==> src/rtl/message_rate_regulator_assert.svh <==
// Assertion macros used by the message rate regulator top level.
`ifndef MESSAGE_RATE_REGULATOR_ASSERT_SVH
`define MESSAGE_RATE_REGULATOR_ASSERT_SVH

// Same-cycle implication, sampled on the rising clock, off during reset.
`define MRR_ASSERT_NOW(label, ante, cons) \
    label: assert property (@(posedge clk) disable iff (!rst_n) (ante) |-> (cons)) \
        else $error("message_rate_regulator: check failed");

// Next-cycle implication, sampled on the rising clock, off during reset.
`define MRR_ASSERT_NEXT(label, ante, cons) \
    label: assert property (@(posedge clk) disable iff (!rst_n) (ante) |=> (cons)) \
        else $error("message_rate_regulator: check failed");

`endif

==> src/rtl/mrr_pkg.sv <==
// Package: shared constants, result codes and control/status structs.
package mrr_pkg;

    localparam int DEPTH_DEFAULT = 16;

    localparam int PERIOD_W  = 16;
    localparam int MSG_W     = 8;
    localparam int STATUS_W  = 3;
    localparam int PDATA_W   = 32;
    localparam int PADDR_W   = 2;

    localparam logic [PERIOD_W-1:0] PERIOD_RESET = 16'd1000;
    localparam logic [PADDR_W-1:0]  ADDR_RELEASE_PERIOD = 2'd0;

    // Result codes
    localparam logic [STATUS_W-1:0] ST_IDLE     = 3'd0;
    localparam logic [STATUS_W-1:0] ST_DELIVER  = 3'd1;
    localparam logic [STATUS_W-1:0] ST_QUEUED   = 3'd2;
    localparam logic [STATUS_W-1:0] ST_DROPPED  = 3'd3;
    localparam logic [STATUS_W-1:0] ST_RELEASED = 3'd4;
    localparam logic [STATUS_W-1:0] ST_STANDBY  = 3'd5;

    // Action codes
    localparam logic ACT_MSG  = 1'b0;
    localparam logic ACT_TICK = 1'b1;

    typedef struct packed {
        logic capture;     // latch the accepted word
        logic commit;      // apply the event to the state
        logic fetch_load;  // load the released byte into the output register
    } mrr_cmd_t;

    typedef struct packed {
        logic out_busy;    // output register holds an untaken word
        logic pop;         // pending event releases a byte from the ring
    } mrr_stat_t;

endpackage

==> src/rtl/mrr_ctrl.sv <==
// Controller: sequences accept and execute steps for each word, and a ring-fetch step on a release.
module mrr_ctrl
    import mrr_pkg::*;
(
    input  logic      clk,
    input  logic      rst_n,
    input  logic      in_valid,
    input  logic      out_ready,
    input  mrr_stat_t stat,
    output mrr_cmd_t  cmd,
    output logic      in_ready
);

    typedef enum logic [2:0] {
        S_IDLE  = 3'b001,
        S_EXEC  = 3'b010,
        S_FETCH = 3'b100
    } mrr_state_t;

    mrr_state_t state_reg;
    mrr_state_t state_next;
    logic       out_free;

    assign out_free = !stat.out_busy || out_ready;
    assign in_ready = (state_reg == S_IDLE);

    always_comb
    begin
        state_next     = state_reg;
        cmd.capture    = 1'b0;
        cmd.commit     = 1'b0;
        cmd.fetch_load = 1'b0;
        unique case (state_reg)
            S_IDLE:
            begin
                if (in_valid)
                begin
                    cmd.capture = 1'b1;
                    state_next  = S_EXEC;
                end
            end
            S_EXEC:
            begin
                // hold until the output register can take the result
                if (out_free)
                begin
                    cmd.commit = 1'b1;
                    state_next = stat.pop ? S_FETCH : S_IDLE;
                end
            end
            S_FETCH:
            begin
                cmd.fetch_load = 1'b1;
                state_next     = S_IDLE;
            end
            default:
            begin
                state_next = S_IDLE;
            end
        endcase
    end

    always_ff @(posedge clk or negedge rst_n)
    begin
        if (!rst_n)
        begin
            state_reg <= S_IDLE;
        end
        else
        begin
            state_reg <= state_next;
        end
    end

endmodule

==> src/rtl/mrr_datapath.sv <==
// Datapath: standby flag, countdown, ring buffer and output register.
module mrr_datapath
    import mrr_pkg::*;
#(
    parameter int DEPTH = DEPTH_DEFAULT
)
(
    input  logic                clk,
    input  logic                rst_n,
    input  mrr_cmd_t            cmd,
    output mrr_stat_t           stat,
    input  logic                action,
    input  logic [MSG_W-1:0]    msg,
    input  logic [PERIOD_W-1:0] period,
    input  logic                out_ready,
    output logic                out_valid,
    output logic [STATUS_W-1:0] status,
    output logic [MSG_W-1:0]    msg_out
);

    localparam int PTR_W = $clog2(DEPTH);
    localparam logic [PTR_W-1:0] PTR_LAST = PTR_W'(DEPTH - 1);

    logic [MSG_W-1:0]    mem [DEPTH];

    logic                act_reg;
    logic [MSG_W-1:0]    msg_reg;
    logic                standby_reg;
    logic [PERIOD_W-1:0] countdown_reg;
    logic [PTR_W-1:0]    rd_ptr_reg;
    logic [PTR_W-1:0]    wr_ptr_reg;
    logic [MSG_W-1:0]    rd_data_reg;
    logic                out_valid_reg;
    logic [STATUS_W-1:0] status_reg;
    logic [MSG_W-1:0]    msg_out_reg;

    logic [PTR_W-1:0]    wr_ptr_inc;
    logic [PTR_W-1:0]    rd_ptr_inc;
    logic [PERIOD_W-1:0] arm_value;
    logic                ring_empty;
    logic                ring_full;
    logic                expire;
    logic                do_write;
    logic [STATUS_W-1:0] commit_status;
    logic                out_load;

    assign wr_ptr_inc = (wr_ptr_reg == PTR_LAST) ? '0 : wr_ptr_reg + 1'b1;
    assign rd_ptr_inc = (rd_ptr_reg == PTR_LAST) ? '0 : rd_ptr_reg + 1'b1;
    assign arm_value  = (period == '0) ? PERIOD_W'(1) : period;
    assign ring_empty = (rd_ptr_reg == wr_ptr_reg);
    assign ring_full  = (wr_ptr_inc == rd_ptr_reg);
    assign expire     = (act_reg == ACT_TICK) && (countdown_reg == PERIOD_W'(1));
    assign do_write   = cmd.commit && (act_reg == ACT_MSG) && !standby_reg && !ring_full;

    assign stat.pop      = expire && !ring_empty;
    assign stat.out_busy = out_valid_reg;

    always_comb
    begin
        commit_status = ST_IDLE;
        if (act_reg == ACT_MSG)
        begin
            if (standby_reg)
                commit_status = ST_DELIVER;
            else if (ring_full)
                commit_status = ST_DROPPED;
            else
                commit_status = ST_QUEUED;
        end
        else if (expire)
        begin
            commit_status = ring_empty ? ST_STANDBY : ST_RELEASED;
        end
    end

    assign out_load = (cmd.commit && !stat.pop) || cmd.fetch_load;

    // ring storage: one write port, registered read at the head
    always_ff @(posedge clk)
    begin
        if (do_write)
            mem[wr_ptr_reg] <= msg_reg;
        rd_data_reg <= mem[rd_ptr_reg];
    end

    always_ff @(posedge clk)
    begin
        if (cmd.capture)
        begin
            act_reg <= action;
            msg_reg <= msg;
        end
        if (out_load)
        begin
            status_reg  <= cmd.fetch_load ? ST_RELEASED : commit_status;
            msg_out_reg <= cmd.fetch_load ? rd_data_reg :
                           (commit_status == ST_DELIVER) ? msg_reg : '0;
        end
    end

    always_ff @(posedge clk or negedge rst_n)
    begin
        if (!rst_n)
        begin
            standby_reg   <= 1'b1;
            countdown_reg <= '0;
            rd_ptr_reg    <= '0;
            wr_ptr_reg    <= '0;
            out_valid_reg <= 1'b0;
        end
        else
        begin
            if (cmd.commit)
            begin
                if (act_reg == ACT_MSG)
                begin
                    if (standby_reg)
                    begin
                        standby_reg   <= 1'b0;
                        countdown_reg <= arm_value;
                    end
                    else if (!ring_full)
                    begin
                        wr_ptr_reg <= wr_ptr_inc;
                    end
                end
                else if (countdown_reg != '0)
                begin
                    if (expire && !ring_empty)
                    begin
                        rd_ptr_reg    <= rd_ptr_inc;
                        countdown_reg <= arm_value;
                    end
                    else
                    begin
                        countdown_reg <= countdown_reg - 1'b1;
                        if (expire)
                            standby_reg <= 1'b1;
                    end
                end
            end
            if (out_load)
                out_valid_reg <= 1'b1;
            else if (out_ready)
                out_valid_reg <= 1'b0;
        end
    end

    assign out_valid = out_valid_reg;
    assign status    = status_reg;
    assign msg_out   = msg_out_reg;

endmodule

==> src/rtl/message_rate_regulator.sv <==
// Top level: rate regulator with APB-style register port and valid/ready channels.
//
//   channel  signals                         direction  word
//   in       in_valid/in_ready, action, msg  to block   one event (arrival or tick)
//   out      out_valid/out_ready, status,    from block one result per event
//            msg_out
//   apb      psel/penable/pwrite/paddr/      to block   release_period at 0x0
//            pwdata/prdata/pready
//
// Each event passes through accept and execute; a tick that releases a byte from the
// ring adds a fetch step, which takes the byte from the registered read of the ring memory.
// The next word is accepted as soon as the sequencer returns to idle.
// Reset (rst_n low) empties the ring, sets standby, disarms the countdown and
// restores release_period to 1000; ring contents are left as they are.
// A result waits in the output register; while it is not taken a new word is still
// accepted, but its execute step holds until the output register frees up.
module message_rate_regulator
    import mrr_pkg::*;
#(
    parameter int DEPTH = DEPTH_DEFAULT
)
(
    input  logic                clk,
    input  logic                rst_n,
    // event input channel
    input  logic                in_valid,
    output logic                in_ready,
    input  logic                action,
    input  logic [MSG_W-1:0]    msg,
    // result output channel
    output logic                out_valid,
    input  logic                out_ready,
    output logic [STATUS_W-1:0] status,
    output logic [MSG_W-1:0]    msg_out,
    // register port
    input  logic                psel,
    input  logic                penable,
    input  logic                pwrite,
    input  logic [PADDR_W-1:0]  paddr,
    input  logic [PDATA_W-1:0]  pwdata,
    output logic [PDATA_W-1:0]  prdata,
    output logic                pready
);

    logic [PERIOD_W-1:0] period_reg;
    logic                cfg_write;
    mrr_cmd_t            cmd;
    mrr_stat_t           stat;

    // Register port: zero wait states, single register at address zero.
    assign pready    = 1'b1;
    assign cfg_write = psel && penable && pwrite && pready;

    always_ff @(posedge clk or negedge rst_n)
    begin
        if (!rst_n)
        begin
            period_reg <= PERIOD_RESET;
        end
        else if (cfg_write && (paddr == ADDR_RELEASE_PERIOD))
        begin
            // keep the low half; the new period applies at the next arming
            period_reg <= pwdata[PERIOD_W-1:0];
        end
    end

    always_comb
    begin
        prdata = '0;
        if (paddr == ADDR_RELEASE_PERIOD)
            prdata = PDATA_W'(period_reg);
    end

    // Sequencer: accept, execute, and fetch from the ring on a release.
    mrr_ctrl u_ctrl (
        .clk       (clk),
        .rst_n     (rst_n),
        .in_valid  (in_valid),
        .out_ready (out_ready),
        .stat      (stat),
        .cmd       (cmd),
        .in_ready  (in_ready)
    );

    // Datapath: standby flag, countdown, ring buffer and result register.
    mrr_datapath #(
        .DEPTH (DEPTH)
    ) u_datapath (
        .clk       (clk),
        .rst_n     (rst_n),
        .cmd       (cmd),
        .stat      (stat),
        .action    (action),
        .msg       (msg),
        .period    (period_reg),
        .out_ready (out_ready),
        .out_valid (out_valid),
        .status    (status),
        .msg_out   (msg_out)
    );

`include "message_rate_regulator_assert.svh"

    // an accepted word keeps the sequencer busy in the following cycle
    `MRR_ASSERT_NEXT(a_busy_after_accept, in_valid && in_ready, !in_ready)
    // only defined result codes leave the block
    `MRR_ASSERT_NOW(a_status_code, out_valid, status <= ST_STANDBY)
    // a byte travels only with a delivery or a release
    `MRR_ASSERT_NOW(a_msg_zero, out_valid && (status != ST_DELIVER) && (status != ST_RELEASED), msg_out == '0)
    // a write to the period register lands on the next cycle
    `MRR_ASSERT_NEXT(a_period_write, cfg_write && (paddr == ADDR_RELEASE_PERIOD), period_reg == $past(pwdata[PERIOD_W-1:0]))

endmodule
==> config.mk <==
export PLATFORM = sky130hd
export DESIGN_NAME = message_rate_regulator
export DESIGN_NICKNAME = d
export VERILOG_FILES = /design/src/rtl/mrr_pkg.sv /design/src/rtl/mrr_ctrl.sv /design/src/rtl/mrr_datapath.sv /design/src/rtl/message_rate_regulator.sv
export VERILOG_INCLUDE_DIRS = /design/src /design/src/rtl
export SDC_FILE = /design/constraint.sdc
export NUM_CORES = 1
export LEC_CHECK = 0
export BUFFER_PORTS_ARGS = -buffer_cell sky130_fd_sc_hd__buf_4
export CAP_MARGIN = 5
export CORE_UTILIZATION = 59
export CTS_BUF_LIST = sky130_fd_sc_hd__clkbuf_16
export CTS_CLUSTER_DIAMETER = 50
export DETAILED_ROUTE_END_ITERATION = 10
export PLACE_DENSITY_LB_ADDON = 0.12
export SKIP_CTS_REPAIR_TIMING = 1
export SLEW_MARGIN = 20
export SYNTH_ARGS = -nofsm -noshare
export SYNTH_HDL_FRONTEND = slang
export SYNTH_SLANG_ARGS = --single-unit
==> constraint.sdc <==
create_clock -name clk -period 3.1 [get_ports clk]
set_clock_uncertainty 0.05 [all_clocks]
set_input_delay 0.62 -clock clk [delete_from_list [all_inputs] [get_ports clk]]
set_output_delay 0.62 -clock clk [all_outputs]
set_load 0.01 [all_outputs]
* Yosys cells after proc, flatten, opt, wreduce, memory -nomap -nowiden
Memories as Yosys holds them, arrays and structs flattened. A register that Yosys moved wholly into a read port is not among the register bits.
Cells that the tools add are included.
** Word-level totals
- Register bits after elaboration :: 65
- Bits in latches :: 0
- Bits in writable memories :: 128
- Memory bits (read-only) :: 0
- Output and inout port bits :: 46
- Logic and storage cells :: 90
- Memories kept :: 1
** Cells by class
- Add/sub/neg operators :: 3
- $mul :: 0
- Divide/modulo/power cells :: 0
- Order comparisons :: 0
- Eq/ne operators :: 14
- Shift-type cells :: 0
- Mux-type cells :: 32
- Bitwise operators :: 3
- Reductions and logical operators :: 26
** Memories
- u_datapath.mem :: words 16, width 8, read ports 1, clocked after Yosys merged registers in 1, wr ports 1, line mrr_datapath.sv:24 : logic [MSG_W-1:0] mem [DEPTH];
** Operator list (count)
- 16-bit two-way mux :: 6
- 16-bit by 1-bit == test with 1-bit output, second input constant :: 1
- 16-bit zero test :: 1
- 8-bit two-way mux :: 2
- 16-bit nonzero test :: 1
- 16-bit by 1-bit subtractor with 16-bit output, second input constant :: 1
- 1-bit two-way mux :: 15
- 3-bit two-way mux :: 5
- 4-bit AND reduction :: 3
- 1-bit logical AND :: 9
- 4-bit by 1-bit adder with 4-bit output, second input constant :: 2
- 4-bit == test :: 2
- 4-bit == test, second input constant :: 2
- 4-bit two-way mux :: 2
- 2-bit != test, second input constant :: 4
- 3-bit by 1-bit == test with 1-bit output, second input constant :: 2
- 3-bit case mux with 2 select lines :: 1
- 1-bit zero test :: 5
- 2-bit nonzero test :: 2
- 3-bit by 2-bit == test with 1-bit output, second input constant :: 1
- 3-bit == test, second input constant :: 1
- 1-bit inverter :: 3
- 3-bit AND reduction :: 1
- 2-bit zero test :: 1
- 4 further kinds :: 5

* Depth between registers and ports, before layout
- Depth in word-level cells :: 9
- Gate-level depth with buffers :: 10
- Depth with buffers taken out :: 7

* By module
From an unflattened synthesis, not the netlist that was laid out.
** Unflattened totals
- Cells, all modules :: 551
- Area, all modules :: 8863.5 um^2
** By module, submodules not included
- mrr_datapath :: times used 1, cells each 464, area each 7773.7 um^2, sequential area each 5256.3 um^2
- message_rate_regulator :: times used 1, cells each 72, area each 918.4 um^2, sequential area each 407.9 um^2
- mrr_ctrl :: times used 1, cells each 15, area each 171.4 um^2, sequential area each 76.3 um^2

* Worst setup path after synthesis
No wires, ideal clock.
- Path kind :: register to register
- Start :: register u_datapath.wr_ptr_reg[0]
- End :: memory u_datapath.mem[3][0] (enable)
- Library setup time :: 383 ps
- Arrival :: 2037 ps
- Required time :: 2667 ps
- Path slack :: 630 ps
- Stages on the path, launching flop included :: 7
- Clock period less this slack :: 2470 ps
- Path through :: dfrtp_1 -> clkbuf_1 -> and4b_1 -> a311oi_1 -> xnor2_1 -> o211ai_1 -> nor3_1
** On the way
- Longest elaborated chain between the ends :: 7
** Ends and longest elaborated chain
- from (decl) :: line mrr_datapath.sv:31 : logic [PTR_W-1:0] wr_ptr_reg;
- from (signal assigned) :: line mrr_datapath.sv:124 : wr_ptr_reg <= wr_ptr_inc;
- 4-bit by 1-bit adder with 4-bit output or 4-bit == test (tied branches) :: line mrr_datapath.sv:47 : assign wr_ptr_inc = (wr_ptr_reg == PTR_LAST) ? '0 : wr_ptr_reg + 1'b1;
- 4-bit two-way mux :: line mrr_datapath.sv:47
- 4-bit == test :: line mrr_datapath.sv:51 : assign ring_full = (wr_ptr_inc == rd_ptr_reg);
- 1-bit zero test :: line mrr_datapath.sv:53 : assign do_write = cmd.commit && (act_reg == ACT_MSG) && !standby_reg && !ring_full;
- 1-bit logical AND :: line mrr_datapath.sv:53
- 1-bit two-way mux :: line mrr_datapath.sv:81 : if (do_write)
- 1-bit two-way mux (not written as such) :: line mrr_datapath.sv:82 : mem[wr_ptr_reg] <= msg_reg;
- to (decl) :: line mrr_datapath.sv:24
Several ways; a longest one is shown, not always the timed one.

* Worst setup path after layout
- Start :: register u_datapath.wr_ptr_reg[0]
- End :: memory u_datapath.mem[10][0] (enable)
The elaborated chain is that of the path after synthesis.

==> results.md <==
* Critical Path AT at 2.82 ns
* Unrepaired setup endpoints after global routing: false
* Final Cell Area at 0.0103 mm^2
* Clock Path Buffers at 3
* Critical Path End Type: flop
* Synth Area in Compound Gates at 5.89%
* Number of global-route vias before repair at 5091
* Root Driver: clkbuf_16
* Crit-path max FO at 16
* Clock Power Share at 40.7%
* Pwr Total at 7.02 mW
* Synth Instances at 564
* Area added between synthesis and finish at 16.5%
* Asr flop ratio synth at 22.4%
* Pre-Repair DR Iteration Count at 5
* CTS tree: built
* Fmax at 0.367 GHz
* Ys flop type: edfxtp_1
* Worst Path Buf+Inv at 1
* Cell Rows at 44
* Antenna Nets Post-Route at 0
* Net switching power figure at 1.73 mW
* Number of CTS-inserted buffers at 22
* Worst Max-Slew Pin Slew at 0.982 ns
* Flops & latches, synth at 201
* Synthesized area at 0.00882 mm^2
* Die width at 124 um
* Maximum vdd drop at 687 uV
* Finished Layout Cells at 838
* Core area at 0.0145 mm^2
* Post-synthesis mux area share at 13.5%
* Global route hottest layer: met2
* Placed cell area at 0.00945 mm^2
* Synth cell types at 65
* Largest register FFs at 128
* Nets at 695
* Setup crit start kind: flop
* Vias per cell at 6.09
* Max Cap Viol at 0
* Inst Count DP at 798
* CP Cell Sequence: ha_1, inv_1, a311oi_1, xnor2_1, o21a_1, and3_1
* IO Count at 96
* Initial Util at 60.7%
* Sequential power share at 48.5%
* Worst Path Required at 3.19 ns
* # H-tree levels at 1
* Final Setup Violations at 0
* Kind of cell adding the most delay to the critical path: compound AO/OA/AOI/OAI gates
* Placer's final routability congestion estimate at 0.857
* Worst hold path class: primary input to asynchronous set/reset pin
* Die area at 0.0154 mm^2
* Met2 GRT Util at 37.2%
* Status: finished, final reports clean
* Reg clk slew, reported paths at 0.06 ns
* Critical-path top delay cell: dfrtp_1
* Synth Area in XOR/XNOR at 1.06%
* WP depth at 6
* Min Tclk post-route at 2.73 ns
* Antenna violations before repair at 0
* Via count at 5105
* First-pass GRT wire length at 28900 um
* Share of cells above drive strength 1 at 31.2%
* Register area share after synthesis at 65.1%
* Clk_lat worst skew at 0.51 ns
* Vert. Die Dim at 124 um
* Final hold vios at 0
* Dpl hpwl at 11900 um
* Syn_area_per_cell at 15.6 um^2
* Worst path max stage delay at 0.52 ns
* Internal Power at 5.29 mW
* Wirelength per Cell at 21.5 um
* Sw Ratio at 24.6%
* Synth Area in Simple Gates at 9.86%
* DR DRC count at 0
* Combinational Power Share at 10.8%
* GRT met3 Usage at 3.61%
* Final design utilization at 70.7%
* CTS sink cnt at 201
* Post-route clock period utilization at 88.0%
* EDFF count, synth at 148
* WS Path Type: flop to flop
* Total routed wirelength at 18000 um
* Final WS setup at 0.373 ns
* Power density over the cells at 683 mW/mm^2
* Adder-cell area share of the yosys netlist at 0.993%
* Setup TNS at 0 ns
* GRT met1 Usage at 37.1%
* R2R cell count at 6
* Port-buffer cells at 62
* N_diodes at 0
* Number of DRC markers in iteration 0 at 589
* Max_slew headroom at 34.4%
* P_leak at 3.72 nW
* Max Slew Vio Count at 0
* Congestion Overflow GR at 0
* Hold WS at 0.0807 ns
* Largest net degree at the start of global routing at 46
* Total track usage at 24.3%
* Synthesis Warnings at 0
* Place WS at 0.307 ns
* Largest family of logic cells by synthesized area: multiplexers
cells in the final DEF, fill, tap and decap left out, drive strengths merged, types with 3 or more instances in the layout:
cell / Yosys / layout
nand2: 31 / 31
and4: 3 / 3
or2: 3 / 3
and2: 19 / 19
buf: 34 / 81
a21oi: 12 / 12
clkinv: 0 / 7
nand3: 15 / 15
mux2: 20 / 20
o22ai: 4 / 4
nor3: 9 / 9
nor4: 10 / 10
and3: 19 / 19
bufinv: 0 / 6
inv: 12 / 15
mux2i: 6 / 6
clkbuf: 12 / 22
edfxtp: 148 / 148
nand4: 6 / 6
a2bb2oi: 5 / 5
a31oi: 7 / 7
a22oi: 3 / 3
dfrtp: 37 / 37
nor2b: 5 / 5
o211ai: 4 / 4
mux4: 40 / 40
nand3b: 3 / 3
nor2: 14 / 14
conb: 2 / 17
dfxtp: 8 / 8
nor3b: 4 / 4
o21ai: 18 / 18
xnor2: 8 / 8
dfstp: 8 / 8
ha: 7 / 7
cell usage after synthesis, drive strengths merged, types with 4 or more instances:
| master | instances | area [um^2] |
|---|---|---|
| nor2 | 14 | 52.6 |
| buf | 34 | 224 |
| nor4 | 10 | 114 |
| mux2i | 6 | 60.1 |
| clkbuf | 12 | 45.0 |
| mux2 | 20 | 225 |
| dfstp | 8 | 210 |
| dfxtp | 8 | 160 |
| mux4 | 40 | 901 |
| nor2b | 5 | 31.3 |
| nand3 | 15 | 75.1 |
| ha | 7 | 87.6 |
| o21ai | 18 | 90.1 |
| nor3 | 9 | 45.0 |
| dfrtp | 37 | 926 |
| a21oi | 12 | 71.3 |
| a2bb2oi | 5 | 43.8 |
| o211ai | 4 | 30.0 |
| nand2 | 31 | 116 |
| nor3b | 4 | 30.0 |
| edfxtp | 148 | 4440 |
| and2 | 19 | 119 |
| inv | 12 | 45.0 |
| nand4 | 6 | 43.8 |
| o22ai | 4 | 25.0 |
| a31oi | 7 | 58.8 |
| xnor2 | 8 | 70.1 |
| and3 | 19 | 119 |
power by group through the flow:
stage	logic (mW)	clock network [mW]	registers, mW
6_report	0.755	2.86	3.40
5_1_grt	0.829	3.02	3.44
4_1_cts	0.752	2.90	3.40
3_5_place_dp	0.746	0	3.45
3_3_place_gp	0.722	0	3.44
2_1_floorplan	0.572	0	3.34
path summary, 6_finish.rpt:
path / endpoint / from / slack, ns
setup reg to reg: u_datapath.mem[10][0] / u_datapath.wr_ptr_reg[0] / 0.37
hold / removal: period_reg[10] / rst_n / 0.08
max in group asynchronous: u_datapath.rd_ptr_reg[0] / rst_n / 2.50
min in group clk: u_datapath.msg_reg[2] / msg[2] / 0.23
hold reg to reg: u_datapath.msg_out[4] / u_datapath.rd_data_reg[4] / 0.46
setup / recovery: u_datapath.mem[10][0] / u_datapath.wr_ptr_reg[0] / 0.37
final cells by class:
cell class | instances | area [um^2]
flip-flops and latches | 201 | 5740
fillers | 947 | 4260
multi-input cells | 320 | 2830
repair buffers | 81 | 608
clock buffers | 22 | 551
clock inverters | 18 | 270
well taps | 184 | 230
inverters | 12 | 45.0
metal layers:
layer	wire, um	vias up
li1	-	2323
met4	364	0
met1	8110	2565
met2	8590	194
met3	979	23
met5	0	-
kinds of logic (layout without fill, tap and decap cells):
group,after synthesis,after routing
flip-flops,201,201
AND/OR/NAND/NOR,148,148
AO/OA/AOI/OAI,73,73
multiplexers,66,66
buffers and inverters,58,133
XOR/XNOR,9,9
adder cells (fa/ha/maj),7,7
other,2,17
(Power assumes the default switching activity.)
